`src/hw/rtl/serial_motor_command_pulser_unit_macros.svh`:
```
// Assertion macros shared by the serial motor command pulser RTL.
`ifndef SERIAL_MOTOR_COMMAND_PULSER_UNIT_MACROS_SVH
`define SERIAL_MOTOR_COMMAND_PULSER_UNIT_MACROS_SVH

`ifndef SYNTHESIS

// Check that cons holds in the same cycle as ante.
`define SMCP_ASSERT_IMPLY(name, clk, rst, ante, cons, msg) \
   name: assert property (@(posedge clk) disable iff (rst) (ante) |-> (cons)) \
      else $error(msg);

// Check that cons holds in the cycle after ante.
`define SMCP_ASSERT_NEXT(name, clk, rst, ante, cons, msg) \
   name: assert property (@(posedge clk) disable iff (rst) (ante) |=> (cons)) \
      else $error(msg);

`else

`define SMCP_ASSERT_IMPLY(name, clk, rst, ante, cons, msg)
`define SMCP_ASSERT_NEXT(name, clk, rst, ante, cons, msg)

`endif

`endif

```
`src/hw/rtl/smcp_pkg.sv`:
```
// Package with constants and types for the serial motor command pulser.
`default_nettype none

package smcp_pkg;

   // Frame layout
   localparam int unsigned FRAME_LEN = 8;
   localparam int unsigned POS_W     = 3;
   localparam logic [POS_W-1:0] POS_AXIS   = 3'd0;
   localparam logic [POS_W-1:0] POS_SEP1   = 3'd1;
   localparam logic [POS_W-1:0] POS_DIR    = 3'd2;
   localparam logic [POS_W-1:0] POS_SEP2   = 3'd3;
   localparam logic [POS_W-1:0] POS_LAST   = POS_W'(FRAME_LEN - 1);

   // Field widths
   localparam int unsigned TICKS_W = 16;
   localparam int unsigned DUR_W   = 14;
   localparam int unsigned DRIVE_W = 4;

   localparam logic [TICKS_W-1:0] TICKS_RESET = 16'd10;

   // Characters
   localparam logic [7:0] CHAR_X        = 8'h78;
   localparam logic [7:0] CHAR_Y        = 8'h79;
   localparam logic [7:0] CHAR_F        = 8'h66;
   localparam logic [7:0] CHAR_B        = 8'h62;
   localparam logic [7:0] CHAR_COLON    = 8'h3A;
   localparam logic [7:0] CHAR_BELOW_0  = 8'h2F;
   localparam logic [7:0] CHAR_ABOVE_9  = 8'h3A;

   // Item codes
   localparam logic CMD_BYTE = 1'b0;
   localparam logic CMD_TICK = 1'b1;

   // Motor output codes
   localparam logic [DRIVE_W-1:0] DRIVE_OFF = 4'b0000;
   localparam logic [DRIVE_W-1:0] DRIVE_XF  = 4'b1000;
   localparam logic [DRIVE_W-1:0] DRIVE_XB  = 4'b0100;
   localparam logic [DRIVE_W-1:0] DRIVE_YF  = 4'b0010;
   localparam logic [DRIVE_W-1:0] DRIVE_YB  = 4'b0001;

   typedef struct packed {
      logic [DRIVE_W-1:0] drive;
      logic               prompt;
      logic               accepted;
      logic               rejected;
   } smcp_result_type;

endpackage

`default_nettype wire

```
`src/hw/rtl/smcp_core.sv`:
```
// Frame parser and pulse timer: state update and result for one beat.
`default_nettype none

module smcp_core (
   input  wire logic                            clock,
   input  wire logic                            reset,
   input  wire logic                            take,
   input  wire logic                            cmd,
   input  wire logic [7:0]                      rx_byte,
   input  wire logic                            csr_write_enable,
   input  wire logic [smcp_pkg::TICKS_W-1:0]    csr_write_data,
   output smcp_pkg::smcp_result_type            result
);
   import smcp_pkg::*;

   logic [TICKS_W-1:0] ticks_per_unit_ff;
   logic [POS_W-1:0]   byte_position_ff, byte_position_in;
   logic               frame_valid_ff, frame_valid_in;
   logic               axis_is_y_ff, axis_is_y_in;
   logic               dir_is_back_ff, dir_is_back_in;
   logic [DUR_W-1:0]   duration_acc_ff, duration_acc_in;
   logic               pulse_active_ff, pulse_active_in;
   logic [DUR_W-1:0]   units_left_ff, units_left_in;
   logic [TICKS_W-1:0] tick_count_ff, tick_count_in;
   logic               first_item_ff, first_item_in;
   logic [DRIVE_W-1:0] drive_reg_ff, drive_reg_in;

   logic [TICKS_W-1:0] tick_limit;
   logic [TICKS_W-1:0] tick_next;
   logic [DUR_W-1:0]   units_next;
   logic               is_digit;
   logic [DUR_W-1:0]   acc_times_ten;
   logic               prompt;
   logic               accepted;
   logic               rejected;

   // Treat a zero unit length as one tick
   assign tick_limit = (ticks_per_unit_ff == '0) ? TICKS_W'(1) : ticks_per_unit_ff;
   assign tick_next  = tick_count_ff + TICKS_W'(1);
   assign units_next = (units_left_ff != '0) ? units_left_ff - DUR_W'(1) : units_left_ff;

   // Multiply by ten as two shifts and an add
   assign is_digit      = (rx_byte > CHAR_BELOW_0) && (rx_byte < CHAR_ABOVE_9);
   assign acc_times_ten = {duration_acc_ff[DUR_W-4:0], 3'b000}
                        + {duration_acc_ff[DUR_W-2:0], 1'b0};

   // Advance parser and timer state for the accepted beat
   always_comb begin
      byte_position_in = byte_position_ff;
      frame_valid_in   = frame_valid_ff;
      axis_is_y_in     = axis_is_y_ff;
      dir_is_back_in   = dir_is_back_ff;
      duration_acc_in  = duration_acc_ff;
      pulse_active_in  = pulse_active_ff;
      units_left_in    = units_left_ff;
      tick_count_in    = tick_count_ff;
      first_item_in    = first_item_ff;
      drive_reg_in     = drive_reg_ff;
      prompt           = 1'b0;
      accepted         = 1'b0;
      rejected         = 1'b0;

      if (take) begin
         if (first_item_ff) begin
            prompt        = 1'b1;
            first_item_in = 1'b0;
         end

         if (cmd == CMD_TICK) begin
            // Count ticks only while a pulse runs
            if (pulse_active_ff) begin
               tick_count_in = tick_next;
               if (tick_next >= tick_limit) begin
                  tick_count_in = '0;
                  units_left_in = units_next;
                  if (units_next == '0) begin
                     pulse_active_in = 1'b0;
                     drive_reg_in    = DRIVE_OFF;
                     prompt          = 1'b1;
                  end
               end
            end
         end else if (!pulse_active_ff) begin
            // Check the byte against its place in the frame
            case (byte_position_ff)
               POS_AXIS: begin
                  if (rx_byte == CHAR_X) begin
                     axis_is_y_in = 1'b0;
                  end else if (rx_byte == CHAR_Y) begin
                     axis_is_y_in = 1'b1;
                  end else begin
                     frame_valid_in = 1'b0;
                  end
               end
               POS_SEP1, POS_SEP2: begin
                  if (rx_byte != CHAR_COLON) begin
                     frame_valid_in = 1'b0;
                  end
               end
               POS_DIR: begin
                  if (rx_byte == CHAR_F) begin
                     dir_is_back_in = 1'b0;
                  end else if (rx_byte == CHAR_B) begin
                     dir_is_back_in = 1'b1;
                  end else begin
                     frame_valid_in = 1'b0;
                  end
               end
               default: begin
                  if (is_digit) begin
                     duration_acc_in = acc_times_ten + {{(DUR_W-4){1'b0}}, rx_byte[3:0]};
                  end else begin
                     frame_valid_in = 1'b0;
                  end
               end
            endcase

            // Close the frame on its last byte
            if (byte_position_ff == POS_LAST) begin
               if (frame_valid_in) begin
                  accepted = 1'b1;
                  if (duration_acc_in != '0) begin
                     case ({axis_is_y_in, dir_is_back_in})
                        2'b00:   drive_reg_in = DRIVE_XF;
                        2'b01:   drive_reg_in = DRIVE_XB;
                        2'b10:   drive_reg_in = DRIVE_YF;
                        default: drive_reg_in = DRIVE_YB;
                     endcase
                     units_left_in   = duration_acc_in;
                     tick_count_in   = '0;
                     pulse_active_in = 1'b1;
                  end else begin
                     prompt = 1'b1;
                  end
               end else begin
                  rejected = 1'b1;
                  prompt   = 1'b1;
               end
               byte_position_in = '0;
               frame_valid_in   = 1'b1;
               duration_acc_in  = '0;
            end else begin
               byte_position_in = byte_position_ff + POS_W'(1);
            end
         end
      end
   end

   // Drive the result of this beat
   always_comb begin
      result.drive    = drive_reg_in;
      result.prompt   = prompt;
      result.accepted = accepted;
      result.rejected = rejected;
   end

   // Hold state between beats
   always_ff @(posedge clock) begin
      if (reset) begin
         ticks_per_unit_ff <= TICKS_RESET;
         byte_position_ff  <= '0;
         frame_valid_ff    <= 1'b1;
         axis_is_y_ff      <= 1'b0;
         dir_is_back_ff    <= 1'b0;
         duration_acc_ff   <= '0;
         pulse_active_ff   <= 1'b0;
         units_left_ff     <= '0;
         tick_count_ff     <= '0;
         first_item_ff     <= 1'b1;
         drive_reg_ff      <= DRIVE_OFF;
      end else begin
         if (csr_write_enable) begin
            ticks_per_unit_ff <= csr_write_data;
         end
         byte_position_ff <= byte_position_in;
         frame_valid_ff   <= frame_valid_in;
         axis_is_y_ff     <= axis_is_y_in;
         dir_is_back_ff   <= dir_is_back_in;
         duration_acc_ff  <= duration_acc_in;
         pulse_active_ff  <= pulse_active_in;
         units_left_ff    <= units_left_in;
         tick_count_ff    <= tick_count_in;
         first_item_ff    <= first_item_in;
         drive_reg_ff     <= drive_reg_in;
      end
   end

endmodule

`default_nettype wire

```
`src/hw/rtl/serial_motor_command_pulser_unit.sv`:
```
// Top level of the serial motor command pulser: input handshake and result buffering.
//
// Usage:
//  - req channel carries one beat per item: req_cmd 0 = received byte in req_rx_byte,
//    req_cmd 1 = one time tick. Frames are "a:d:nnnn" with axis x/y, direction f/b
//    and a four-digit decimal duration.
//  - rsp channel returns exactly one beat per req beat, in order: the motor outputs
//    after that item, the prompt strobe and the accepted/rejected flags.
//  - csr port writes ticks_per_unit (ticks per duration unit); write it
//    only while no results are outstanding.
//  - Each result is registered before it is valid on rsp (via the skid when stalled).
//  - Throughput: one item per cycle while req_ready is high; the parser and timer
//    update is a single pass of compare and shift-add logic between the state
//    registers and the result register.
//  - Stall: a two-entry result buffer (output register plus skid register) lets one
//    more item in while rsp_ready is low; req_ready drops once the skid is full.
//  - Reset: clears the buffer, sets ticks_per_unit to 10, stops any pulse and arms
//    the prompt for the first item.
`default_nettype none

module serial_motor_command_pulser_unit (
   input  wire logic                            clock,
   input  wire logic                            reset,
   input  wire logic                            req_valid,
   output      logic                            req_ready,
   input  wire logic                            req_cmd,
   input  wire logic [7:0]                      req_rx_byte,
   output      logic                            rsp_valid,
   input  wire logic                            rsp_ready,
   output      logic [smcp_pkg::DRIVE_W-1:0]    rsp_drive,
   output      logic                            rsp_prompt,
   output      logic                            rsp_accepted,
   output      logic                            rsp_rejected,
   input  wire logic                            csr_write_enable,
   input  wire logic [smcp_pkg::TICKS_W-1:0]    csr_write_data
);
   import smcp_pkg::*;

   `include "serial_motor_command_pulser_unit_macros.svh"

   logic            take;
   logic            out_free;
   smcp_result_type core_result;
   smcp_result_type out_ff, out_in;
   smcp_result_type skid_ff, skid_in;
   logic            out_valid_ff, out_valid_in;
   logic            skid_valid_ff, skid_valid_in;

   assign req_ready = !skid_valid_ff;
   assign take      = req_valid && req_ready;
   assign out_free  = !out_valid_ff || rsp_ready;

   smcp_core u_core (
      .clock            (clock),
      .reset            (reset),
      .take             (take),
      .cmd              (req_cmd),
      .rx_byte          (req_rx_byte),
      .csr_write_enable (csr_write_enable),
      .csr_write_data   (csr_write_data),
      .result           (core_result)
   );

   // Route the new result to the output register or the skid stage
   always_comb begin
      out_in        = out_ff;
      out_valid_in  = out_valid_ff;
      skid_in       = skid_ff;
      skid_valid_in = skid_valid_ff;
      if (out_free) begin
         if (skid_valid_ff) begin
            out_in        = skid_ff;
            out_valid_in  = 1'b1;
            skid_in       = core_result;
            skid_valid_in = take;
         end else begin
            out_in       = core_result;
            out_valid_in = take;
         end
      end else if (take) begin
         skid_in       = core_result;
         skid_valid_in = 1'b1;
      end
   end

   // Hold buffer payload; clear only the valid flags at reset
   always_ff @(posedge clock) begin
      out_ff  <= out_in;
      skid_ff <= skid_in;
      if (reset) begin
         out_valid_ff  <= 1'b0;
         skid_valid_ff <= 1'b0;
      end else begin
         out_valid_ff  <= out_valid_in;
         skid_valid_ff <= skid_valid_in;
      end
   end

   assign rsp_valid    = out_valid_ff;
   assign rsp_drive    = out_ff.drive;
   assign rsp_prompt   = out_ff.prompt;
   assign rsp_accepted = out_ff.accepted;
   assign rsp_rejected = out_ff.rejected;

   // A frame ends either accepted or rejected, never both
   `SMCP_ASSERT_IMPLY(a_acc_rej_excl, clock, reset, rsp_valid,
      !(rsp_accepted && rsp_rejected), "accepted and rejected both set")

   // At most one motor output is on
   `SMCP_ASSERT_IMPLY(a_drive_onehot, clock, reset, rsp_valid,
      $onehot0(rsp_drive), "more than one motor output on")

   // A rejected frame always prompts and leaves the motors off
   `SMCP_ASSERT_IMPLY(a_rej_prompt, clock, reset, rsp_valid && rsp_rejected,
      rsp_prompt && (rsp_drive == DRIVE_OFF), "rejected frame without prompt")

   // The skid stage fills only behind a waiting output beat
   `SMCP_ASSERT_IMPLY(a_skid_order, clock, reset, skid_valid_ff,
      out_valid_ff, "skid holds a beat while output is empty")

   // A stalled skid keeps the input side closed in the next cycle
   `SMCP_ASSERT_NEXT(a_skid_hold, clock, reset, skid_valid_ff && !rsp_ready,
      !req_ready, "input opened while result buffer full")

endmodule

`default_nettype wire
```
`config.mk`:
```
export PLATFORM = sky130hd
export DESIGN_NAME = serial_motor_command_pulser_unit
export DESIGN_NICKNAME = d
export VERILOG_FILES = /design/src/hw/rtl/smcp_pkg.sv /design/src/hw/rtl/smcp_core.sv /design/src/hw/rtl/serial_motor_command_pulser_unit.sv
export VERILOG_INCLUDE_DIRS = /design/src /design/src/hw/rtl
export SDC_FILE = /design/constraint.sdc
export NUM_CORES = 1
export LEC_CHECK = 0
export ABC_AREA = 1
export ABC_CLOCK_PERIOD_IN_PS = 4100
export BUFFER_PORTS_ARGS = -buffer_cell sky130_fd_sc_hd__buf_2
export CAP_MARGIN = 20
export CORE_MARGIN = 3
export CORE_UTILIZATION = 35
export DETAILED_ROUTE_END_ITERATION = 12
export HOLD_SLACK_MARGIN = 0.03
export PLACE_DENSITY = 0.61
export REMOVE_ABC_BUFFERS = 1
export SYNTH_ARGS = -nofsm -noshare
export SYNTH_HDL_FRONTEND = slang
export SYNTH_HIERARCHICAL = 1
export SYNTH_SLANG_ARGS = --single-unit
```
`constraint.sdc`:
```
create_clock -name clock -period 4.1 [get_ports clock]
set_clock_uncertainty 0.2 [all_clocks]
set_input_delay 0.82 -clock clock [delete_from_list [all_inputs] [get_ports clock]]
set_output_delay 0.82 -clock clock [all_outputs]
set_load 0.01 [all_outputs]
```
==> metrics.md, run 1 <==
| Metric | Value |
|---|---|
| Status | `finished, final reports clean` |
| Worst Path Required | `slightly above 4 ns` |
| CP Class | `primary input to flop` |
| Slowest-stage cell, CP | `fa_1` |
| Clk sinks | `~90` |
| CP peak stage delay | `about 0.57 ns` |
| CP delay by family, top | `simple AND/OR/NAND/NOR gates` |
| Clk Latency, worst-skew pair | `0.35 ns` |
| RD Place Congestion | `around 0.83` |
| Worst setup EP type | `flop` |
| Crit-path most repeated cell | `nand3_1` |
| First-pass GRT wire length | `25800 um` |
| Post-route cell area | `7080 sq um` |
| Worst-path fanout max | `13` |
| Overall Global Routing Usage | `0.157` |
| Seq/Total Area, Yosys | `0.303` |
| Final worst path period need | `about 3.7 ns` |
| Final Net Count | `1082` |
| N_diodes | `0` |
| Gr ovfl total | `0` |
| Max_cap viols | `0` |
| Crit. Startpoint | `req_rx_byte[3]` |
| R2r setup slk | `approximately 0.38 ns` |
| Mean Syn Cell Area | `between 6 and 7 sq um` |
| Hold path start | `u_core/duration_acc_ff[13]$_SDFFE_PP0P_` |
| Fmax | `0.269 GHz` |
| Chip Height | `about 140 um` |
| Worst-path clk slew | `~0.07 ns` |
| Crit share post-route | `0.908` |
| Via density | `4.81` |
| Synth area leader | `dfxtp_1` |
| Final setup fails | `0` |
| Vias in the first global route | `approximately 5600` |
| Pleak | `about 3.6 nW` |
| Post-synth ARST share | `0` |
| Buf/Inv on CP | `4` |
| CP Cell Sequence | `buf_2, fa_1, inv_1, fa_1, inv_1, nand3_1, nand2_1, nand3_1, nand3_1, nand3_1, nand2_1, nand2_1, nor2_4, nand3_4, nand2_4, nand2_4, nand2_4, inv_2, nor2_1, nor2_1` |
| Relative slew slack | `0.460` |
| Via count | `between 5000 and 6000` |
| Number of synthesized flops with an enable pin | `14` |
| # hold bufs at CTS | `0` |
| Synth cell count leaders | `nand2_1 (273), inv_1 (124), nor2_1 (118)` |
| DRC violations left | `0` |
| Htree depth | `3` |
| I/O pin count | `39` |
| Pin count of the biggest net entering global routing | `37` |
| Post-DP Area | `between 6000 and 7000 sq um` |
| 1st-pass router iterations | `5` |
| Wire per inst | `between 10 and 15 um` |
| Reg2reg start | `u_core/tick_count_ff[0]$_SDFFE_PP0P_` |
| Cell Area, Synth | `about 6300 sq um` |
| Final Hold Viols | `0` |
| Top cell type's share of synthesized area | `0.236` |
| Slew Viols, Final | `0` |
| Antenna violations before repair | `0` |
| Num CTS Buffers | `9` |
| Post-Route WL | `approximately 15000 um` |
| Die area | `19600 sq um` |
| Syn-to-layout area delta | `12.8%` |
| Hpwl dp | `~11000 um` |
| Count leader, synth | `nand2_1` |
| Hold/Removal Path Class | `flop to flop` |
| Max Buffers Root-to-Sink | `2` |
| Cell Pwr Density | `312 nW/um^2` |
| Die width | `approximately 140 um` |
| Mapped Cells | `just under 1000` |
| CTS tree | `done` |
| Min Hold Slack | `around 0.26 ns` |
| VDD IR max | `0.309 mV` |
| Share of layout cells above drive strength 1 | `0.120` |
| Fin util | `0.406` |
| Core box area | `about 17000 sq um` |
| Arrival @ worst endpoint | `between 3 and 4 ns` |
| Yosys warns | `6` |
| Measured slew at the worst slew-check pin | `a little over 0.8 ns` |
| Flops & latches, synth | `88` |
| Commonest register cell after synthesis | `dfxtp_1` |
| I/O Buffers | `38` |
| Synth top area cells | `dfxtp_1 (24%), nand2_1 (16%), ha_1 (9.2%), inv_1 (7.4%), nor2_1 (7.1%)` |
| Synth unique cells | `between 40 and 50` |
| Type of origin of the critical path | `primary input` |
| Initial Util | `0.360` |
| DR iter-0 viols | `roughly 270` |
| Routed Antenna Nets | `0` |
| Rows | `48` |
| Clock Tree Root | `clkbuf_16` |
## metrics by stage
stage          power [mW]  std cells   TNS, ns  worst slack (ns)
2_1_floorplan        1.24        935         0             0.468
3_3_place_gp         1.37       1217         0             0.126
3_5_place_dp         1.37       1217         0            0.0198
4_1_cts              2.23       1233         0             0.173
5_1_grt              2.34       1234  -0.00968          -0.00968
6_report             2.21       1234         0             0.377
## layout by cell type, fill, tap and decap left out, types with 12 or more instances in the layout
master	n
a21oi_1	55
nand4_1	14
buf_2	38
ha_1	46
xor2_1	16
nor2_1	117
buf_4	18
dfxtp_1	74
nand3_1	67
nand2_1	272
nor2_2	12
edfxtp_1	14
o21ai_0	49
inv_1	123
## sequential cells by signal, indices dropped and copies added (netlist names), 3 cells and up
name                      flops
u_core/drive_reg_ff           4
u_core/units_left_ff         14
rsp_drive                     4
skid_ff                       7
u_core/byte_position_ff       3
u_core/tick_count_ff         16
u_core/duration_acc_ff       14
u_core/ticks_per_unit_ff     16
## per-layer routing
metal | GRT usage | share of wire
met5 | 0 | 0
met1 | 0.199 | 0.45
met3 | 0.0239 | 0.036
met4 | 0.0525 | 0.021
met2 | 0.274 | 0.49
## path summary, 6_finish.rpt
path,end,cells after the start
min,u_core/duration_acc_ff[13]$_SDFFE_PP0P_,2
max reg2reg,u_core/units_left_ff[7]$_SDFFE_PP0P_,23
max,u_core/tick_count_ff[4]$_SDFFE_PP0P_,20
min reg2reg,u_core/duration_acc_ff[13]$_SDFFE_PP0P_,2
## layout make-up
class                   instances  area, sq um
clock inverters                 7         83.8
inverters                     131          492
clock buffers                   9          225
multi-input cells             716         3730
repair buffers                 58          365
well taps                     225          282
fillers                      1862        10300
flip-flops and latches         88         1900
## report_power, final
part	switching (mW)	internal, mW
Sequential	0.0297	0.916
Clock	0.373	0.478
Combinational	0.263	0.146
## timing repair
item / CTS / global route
setup endpoints to repair: 0 / 35
buffers inserted: 0 / 0
gates resized for setup: 0 / 5
## tightest hold or removal path: stages, from the launching register on
cell and delay (ns):
dfxtp_1 0.31, nand2_1 0.06, a21oi_1 0.05
## cell families after synthesis
group	count (synthesis)	synth area share
and+or+nand+nor	522	0.362
buffers and inverters	160	0.104
AOI/OAI and AO/OA	128	0.108
adders and majority gates	48	0.0981
DFF	88	0.303
xor gates and xnor gates	18	0.0251
Power figures use the tool's default switching activity.
==> inputs of run 2 (changes only) <==
PLACE_DENSITY = not set   (was 0.61)
==> run 2 against run 1 <==
  * Wire length rose by 0.80%
  * Critical path depth up 3
  * Power up 1.8%
  * Clock-buffer cell count did not move
  * Flip-flop and latch count stayed put
  * Final cell count down 0.16%
  * Clock power rose by 4.6%
  * Largest cell class unchanged
==> metrics.md, run 2 (same netlist as run 1, synthesis figures left out) <==
| Metric | Value |
|---|---|
| Status | `finished, final reports clean` |
| Chip Height | `~140 um` |
| Overall Global Routing Usage | `0.156` |
| Worst-path clk slew | `0.07 ns` |
| RD Place Congestion | `roughly 0.83` |
| Slew Viols, Final | `0` |
| I/O Buffers | `38` |
| Pleak | `around 3.6 nW` |
| Hpwl dp | `roughly 12000 um` |
| Cell Pwr Density | `between 300 and 400 nW/um^2` |
| Measured slew at the worst slew-check pin | `0.799 ns` |
| Initial Util | `0.360` |
| Multi-input gate area | `approximately 3700 sq um` |
| Post-route cell area | `approximately 7100 sq um` |
| N_diodes | `0` |
| Pin count of the biggest net entering global routing | `38` |
| CP Class | `flop to flop` |
| Dpl ws | `0.0442 ns` |
| Die area | `slightly below 20000 sq um` |
| Register area | `between 1500 and 2000 sq um` |
| Clk sinks | `between 80 and 90` |
| R2r setup slk | `between 0.3 and 0.4 ns` |
| Via count | `just under 6000` |
| CTS tree | `done` |
| Final Hold Viols | `0` |
| First-pass GRT wire length | `approximately 26000 um` |
| Commonest non-fill, non-tap cell in the layout | `nand2_1` |
| Commonest non-fill, non-tap cells in the layout | `nand2_1 (272), inv_1 (124), nor2_1 (117), dfxtp_1 (73), nand3_1 (66)` |
| Max_cap viols | `0` |
| Crit-path most repeated cell | `nand2_1` |
| Type of origin of the critical path | `flop` |
| Worst Path Required | `around 4 ns` |
| Via density | `between 4 and 5` |
| Final worst path period need | `between 3 and 4 ns` |
| Buf/Inv on CP | `2` |
| Die width | `approximately 140 um` |
| Rows | `48` |
| Clk Latency, worst-skew pair | `between 0.3 and 0.4 ns` |
| Overall power | `about 2.2 mW` |
| Final setup fails | `0` |
| Top flop regs | `u_core/tick_count_ff x16, u_core/ticks_per_unit_ff x16` |
| Post-DP Area | `6720 sq um` |
| Dpl cells | `between 1000 and 1500` |
| Relative slew slack | `0.467` |
| Arrival @ worst endpoint | `between 3 and 4 ns` |
| Final Non-Filler Cells | `between 1000 and 1500` |
| VDD IR max | `about 0.25 mV` |
| Post-Route WL | `15000 um` |
| Gr ovfl total | `0` |
| Htree depth | `3` |
| Core box area | `~17000 sq um` |
| Slowest-stage cell, CP | `dfxtp_2` |
| CTS resizes | `0` |
| Vias in the first global route | `5497` |
| 1st-pass router iterations | `5` |
| Worst setup EP type | `flop` |
| # hold bufs at CTS | `0` |
| Num CTS Buffers | `9` |
| Worst-path fanout max | `6` |
| Wire per inst | `between 10 and 15 um` |
| Fill count | `between 1500 and 2000` |
| DR iter-0 viols | `242` |
| Max Buffers Root-to-Sink | `2` |
| Hold/Removal Path Class | `flop to flop` |
| DRC violations left | `0` |
| Worst Slack Setup Final | `between 0.3 and 0.4 ns` |
| CP peak stage delay | `0.37 ns` |
| I/O pin count | `39` |
| Routed Antenna Nets | `0` |
| Syn-to-layout area delta | `13.0%` |
| Share of layout cells above drive strength 1 | `0.118` |
| Fmax | `about 0.26 GHz` |
| Crit share post-route | `0.922` |
| CP Cell Sequence | `ha_1, nand3_1, nor3_2, nand4_1, nor2_2, nand3_2, nor2_1, nor2_1, nor2_1, inv_1, ha_1, nand4_1, nor3_1, buf_4, nand3_1, nand2_2, nand3_1, nand2_1, nand2_1, nand2_1, nand2_1, nand2_1, nand2_1` |
| Final Net Count | `around 1100` |
| Antenna violations before repair | `0` |
| CP delay by family, top | `simple AND/OR/NAND/NOR gates` |
| Post-CTS setup buffer count | `0` |
| Clock Tree Root | `clkbuf_16` |
run 2: changes by cell type in the layout (fill, tap and decap cells not counted), sizes merged:
cell / delta
inv: +1
bufinv: +1
clkinv: -2
buf: -2
run 2: worst paths after layout:
kind | from | end | depth (start not counted)
max | u_core/tick_count_ff[0]$_SDFFE_PP0P_ | rsp_drive[1]$_DFFE_PP_ | 23
min | u_core/duration_acc_ff[13]$_SDFFE_PP0P_ | u_core/duration_acc_ff[13]$_SDFFE_PP0P_ | 2
max reg2reg | u_core/tick_count_ff[0]$_SDFFE_PP0P_ | rsp_drive[1]$_DFFE_PP_ | 23
min reg2reg | u_core/duration_acc_ff[13]$_SDFFE_PP0P_ | u_core/duration_acc_ff[13]$_SDFFE_PP0P_ | 2
run 2: stage by stage:
step | utilization | hold slack (ns) | TNS, ns
floorplan | - | 0.235 | 0
global placement | 0.386 | 0.257 | 0
detailed placement | 0.386 | 0.256 | 0
CTS | 0.404 | 0.265 | 0
global route | 0.407 | 0.278 | -0.00779
finish | 0.407 | 0.261 | 0
run 2: per-layer routing:
layer | GRT usage | vias up | wire, um
li1 | - | 3155 | -
met2 | 0.278 | 72 | 7480
met3 | 0.0297 | 18 | 390
met1 | 0.193 | 2604 | 6910
met5 | 0 | - | 0
met4 | 0.0423 | 0 | 242
run 2: report_power, final:
group	leakage, nW	internal, mW	switching, mW
clock	0.149	0.534	0.356
sequential	0.751	0.916	0.0294
combinational	2.72	0.146	0.265
run 2: layout make-up:
class,count,share of cell area
multi-input cells,716,0.527
flip-flops and latches,88,0.268
inverters,131,0.0693
repair buffers,56,0.0505
well taps,225,0.0397
clock buffers,9,0.0318
clock inverters,7,0.0132
run 2: worst min-delay path: stages, from the launching register on:
cell and delay (ns):
dfxtp_1 0.31, nand2_1 0.06, a21oi_1 0.05
==> inputs of run 3 (changes only) <==
CTS_BUF_LIST = sky130_fd_sc_hd__clkbuf_4 sky130_fd_sc_hd__clkbuf_8   (was not set)
==> run 3 against run 2 <==
  * Wire length is 0.17% lower
  * Die area stayed put
  * Setup slack better by 0.061 ns
  * Sequential share of layout area is 0.42 points higher
  * Final cell count stayed put
  * Clock power is 24% lower
  * Critical path type unchanged
  * Largest cell class unchanged
  * Largest power group unchanged
  * Highest routed layer unchanged
==> metrics.md, run 3 (same netlist as run 1, synthesis figures left out) <==
| Metric | Value |
|---|---|
| Final Non-Filler Cells | `1232` |
| Routed Antenna Nets | `0` |
| Gr ovfl total | `0` |
| Measured slew at the worst slew-check pin | `approximately 0.8 ns` |
| Reg2reg start | `u_core/tick_count_ff[0]$_SDFFE_PP0P_` |
| Chip Height | `140 um` |
| Vias in the first global route | `roughly 5500` |
| Hold Crit Endpoint | `u_core/duration_acc_ff[13]$_SDFFE_PP0P_` |
| Pin count of the biggest net entering global routing | `38` |
| Hold/Removal Path Class | `flop to flop` |
| Crit share post-route | `0.907` |
| Top routing layer in use | `met4` |
| Arrival @ worst endpoint | `3.66 ns` |
| Commonest non-fill, non-tap cell in the layout | `nand2_1` |
| Final Net Count | `approximately 1100` |
| Worst-path clk slew | `0.09 ns` |
| Type of origin of the critical path | `flop` |
| Die width | `between 100 and 150 um` |
| Post-Route WL | `15000 um` |
| Wire per inst | `12.2 um` |
| Cell Pwr Density | `between 200 and 300 nW/um^2` |
| WL met3 | `approximately 450 um` |
| Core box area | `between 15000 and 20000 sq um` |
| Dpl cells | `between 1000 and 1500` |
| Met2 wire len | `around 7400 um` |
| Max Buffers Root-to-Sink | `2` |
| VDD IR max | `0.227 mV` |
| Post-CTS setup buffer count | `0` |
| Antenna violations before repair | `0` |
| Status | `finished, final reports clean` |
| Commonest non-fill, non-tap cells in the layout | `nand2_1 (272), inv_1 (124), nor2_1 (118), dfxtp_1 (73), nand3_1 (67)` |
| Clock Tree Root | `clkbuf_8` |
| R2r endpoint | `rsp_drive[1]$_DFFE_PP_` |
| I/O Buffers | `38` |
| Num CTS Buffers | `9` |
| Worst-path fanout max | `6` |
| Sw power | `~630 uW` |
| Worst setup EP type | `flop` |
| Relative slew slack | `0.474` |
| Via count | `just under 6000` |
| CP Class | `flop to flop` |
| Initial Util | `0.360` |
| Rows | `between 40 and 50` |
| Final worst path period need | `~3.7 ns` |
| Gate power share | `0.202` |
| DRC violations left | `0` |
| R2r setup slk | `around 0.38 ns` |
| First-pass GRT wire length | `roughly 26000 um` |
| Via density | `around 4.8` |
| Final setup fails | `0` |
| Overall power | `between 2 and 2.5 mW` |
| Worst hold path depth | `2` |
| Share of layout cells above drive strength 1 | `0.116` |
| Hold path start | `u_core/duration_acc_ff[13]$_SDFFE_PP0P_` |
| DR iter-0 viols | `~260` |
| Fmax | `between 0.2 and 0.3 GHz` |
| Worst Path Required | `4.04 ns` |
| Setup TNS | `0 ns` |
| RSZ-0062 raised after global routing | `false` |
| Die area | `around 20000 sq um` |
| Dpl ws | `between 0.04 and 0.05 ns` |
| Worst r2r path cells | `23` |
| Overall Global Routing Usage | `0.156` |
| CTS tree | `done` |
| Hpwl dp | `around 12000 um` |
| Power Internal | `approximately 1.4 mW` |
| Slew Viols, Final | `0` |
| Flop pwr share | `0.465` |
| Htree depth | `3` |
| Clk Latency, worst-skew pair | `0.38 ns` |
| RD Place Congestion | `0.826` |
| Clock group share of total power | `0.333` |
| I/O pin count | `39` |
| N_diodes | `0` |
| Syn-to-layout area delta | `11.3%` |
| Clk sinks | `88` |
| Top flop regs | `u_core/tick_count_ff x16, u_core/ticks_per_unit_ff x16` |
| Worst Slack Setup Final | `0.382 ns` |
| 1st-pass router iterations | `6` |
| Met1 WL | `6910 um` |
| Sw Share | `0.309` |
| Max_cap viols | `0` |
| Final Hold Viols | `0` |
| Pleak | `3.57 nW` |
==> run 3: worst max path at each step <==
stage	from	endpoint	slack, ns	cells after the start
detailed placement	req_rx_byte[3]	u_core/tick_count_ff[11]$_SDFFE_PP0P_	0.04	20
global placement	req_rx_byte[3]	u_core/tick_count_ff[1]$_SDFFE_PP0P_	0.14	20
finish	u_core/tick_count_ff[0]$_SDFFE_PP0P_	rsp_drive[1]$_DFFE_PP_	0.38	23
floorplan	req_rx_byte[3]	u_core/tick_count_ff[0]$_SDFFE_PP0P_	0.47	19
CTS	u_core/tick_count_ff[0]$_SDFFE_PP0P_	rsp_drive[2]$_DFFE_PP_	0.14	23
global route	u_core/tick_count_ff[0]$_SDFFE_PP0P_	rsp_drive[2]$_DFFE_PP_	0.02	23
==> run 3: cell type report <==
cell class              count  area [sq um]
clock buffers               9           124
clock inverters             7          93.8
fillers                  1882         10400
inverters                 131           492
multi-input cells         716          3730
flip-flops and latches     88          1900
well taps                 225           282
repair buffers             56           358
==> run 3: metal layers <==
metal / GRT usage / up-vias
met5: 0 / -
met1: 0.193 / 2610
met2: 0.277 / 83
li1: - / 3156
met4: 0.0403 / 0
met3: 0.0328 / 17
==> run 3: stage by stage <==
| step | hold WS (ns) | utilization | area (sq um) |
|---|---|---|---|
| floorplan | 0.235 | - | 6110 |
| global placement | 0.257 | 0.386 | 6720 |
| detailed placement | 0.256 | 0.386 | 6720 |
| CTS | 0.269 | 0.399 | 6940 |
| global route | 0.283 | 0.401 | 6980 |
| finish | 0.265 | 0.401 | 6980 |
==> run 3: power by group through the flow <==
stage / sequential (mW) / clock (mW) / combinational, mW
floorplan: 0.960 / 0 / 0.282
detailed placement: 0.964 / 0 / 0.407
global placement: 0.964 / 0 / 0.403
CTS: 0.944 / 0.699 / 0.409
global route: 0.951 / 0.733 / 0.476
finish: 0.944 / 0.676 / 0.411
==> run 3: critical path, cell delays in order (launching register included) <==
cell and delay, ns:
dfxtp_2 0.39, ha_1 0.19, nand3_1 0.14, nor3_2 0.20
nand4_1 0.17, nor2_1 0.17, nand3_1 0.14, nor2_1 0.11
nor2_1 0.04, nor2_1 0.08, inv_1 0.08, ha_1 0.30
nand4_1 0.12, nor3_1 0.16, buf_4 0.15, nand3_1 0.07
nand2_2 0.15, nand3_1 0.15, nand2_1 0.12, nand2_1 0.07
nand2_1 0.09, nand2_1 0.08, nand2_1 0.07, nand2_1 0.05
==> run 3: what timing repair did <==
item | CTS | global route
resized for setup | 0 | 5
hold buffers | 0 | 0
endpoints found under the setup margin | 0 | 37
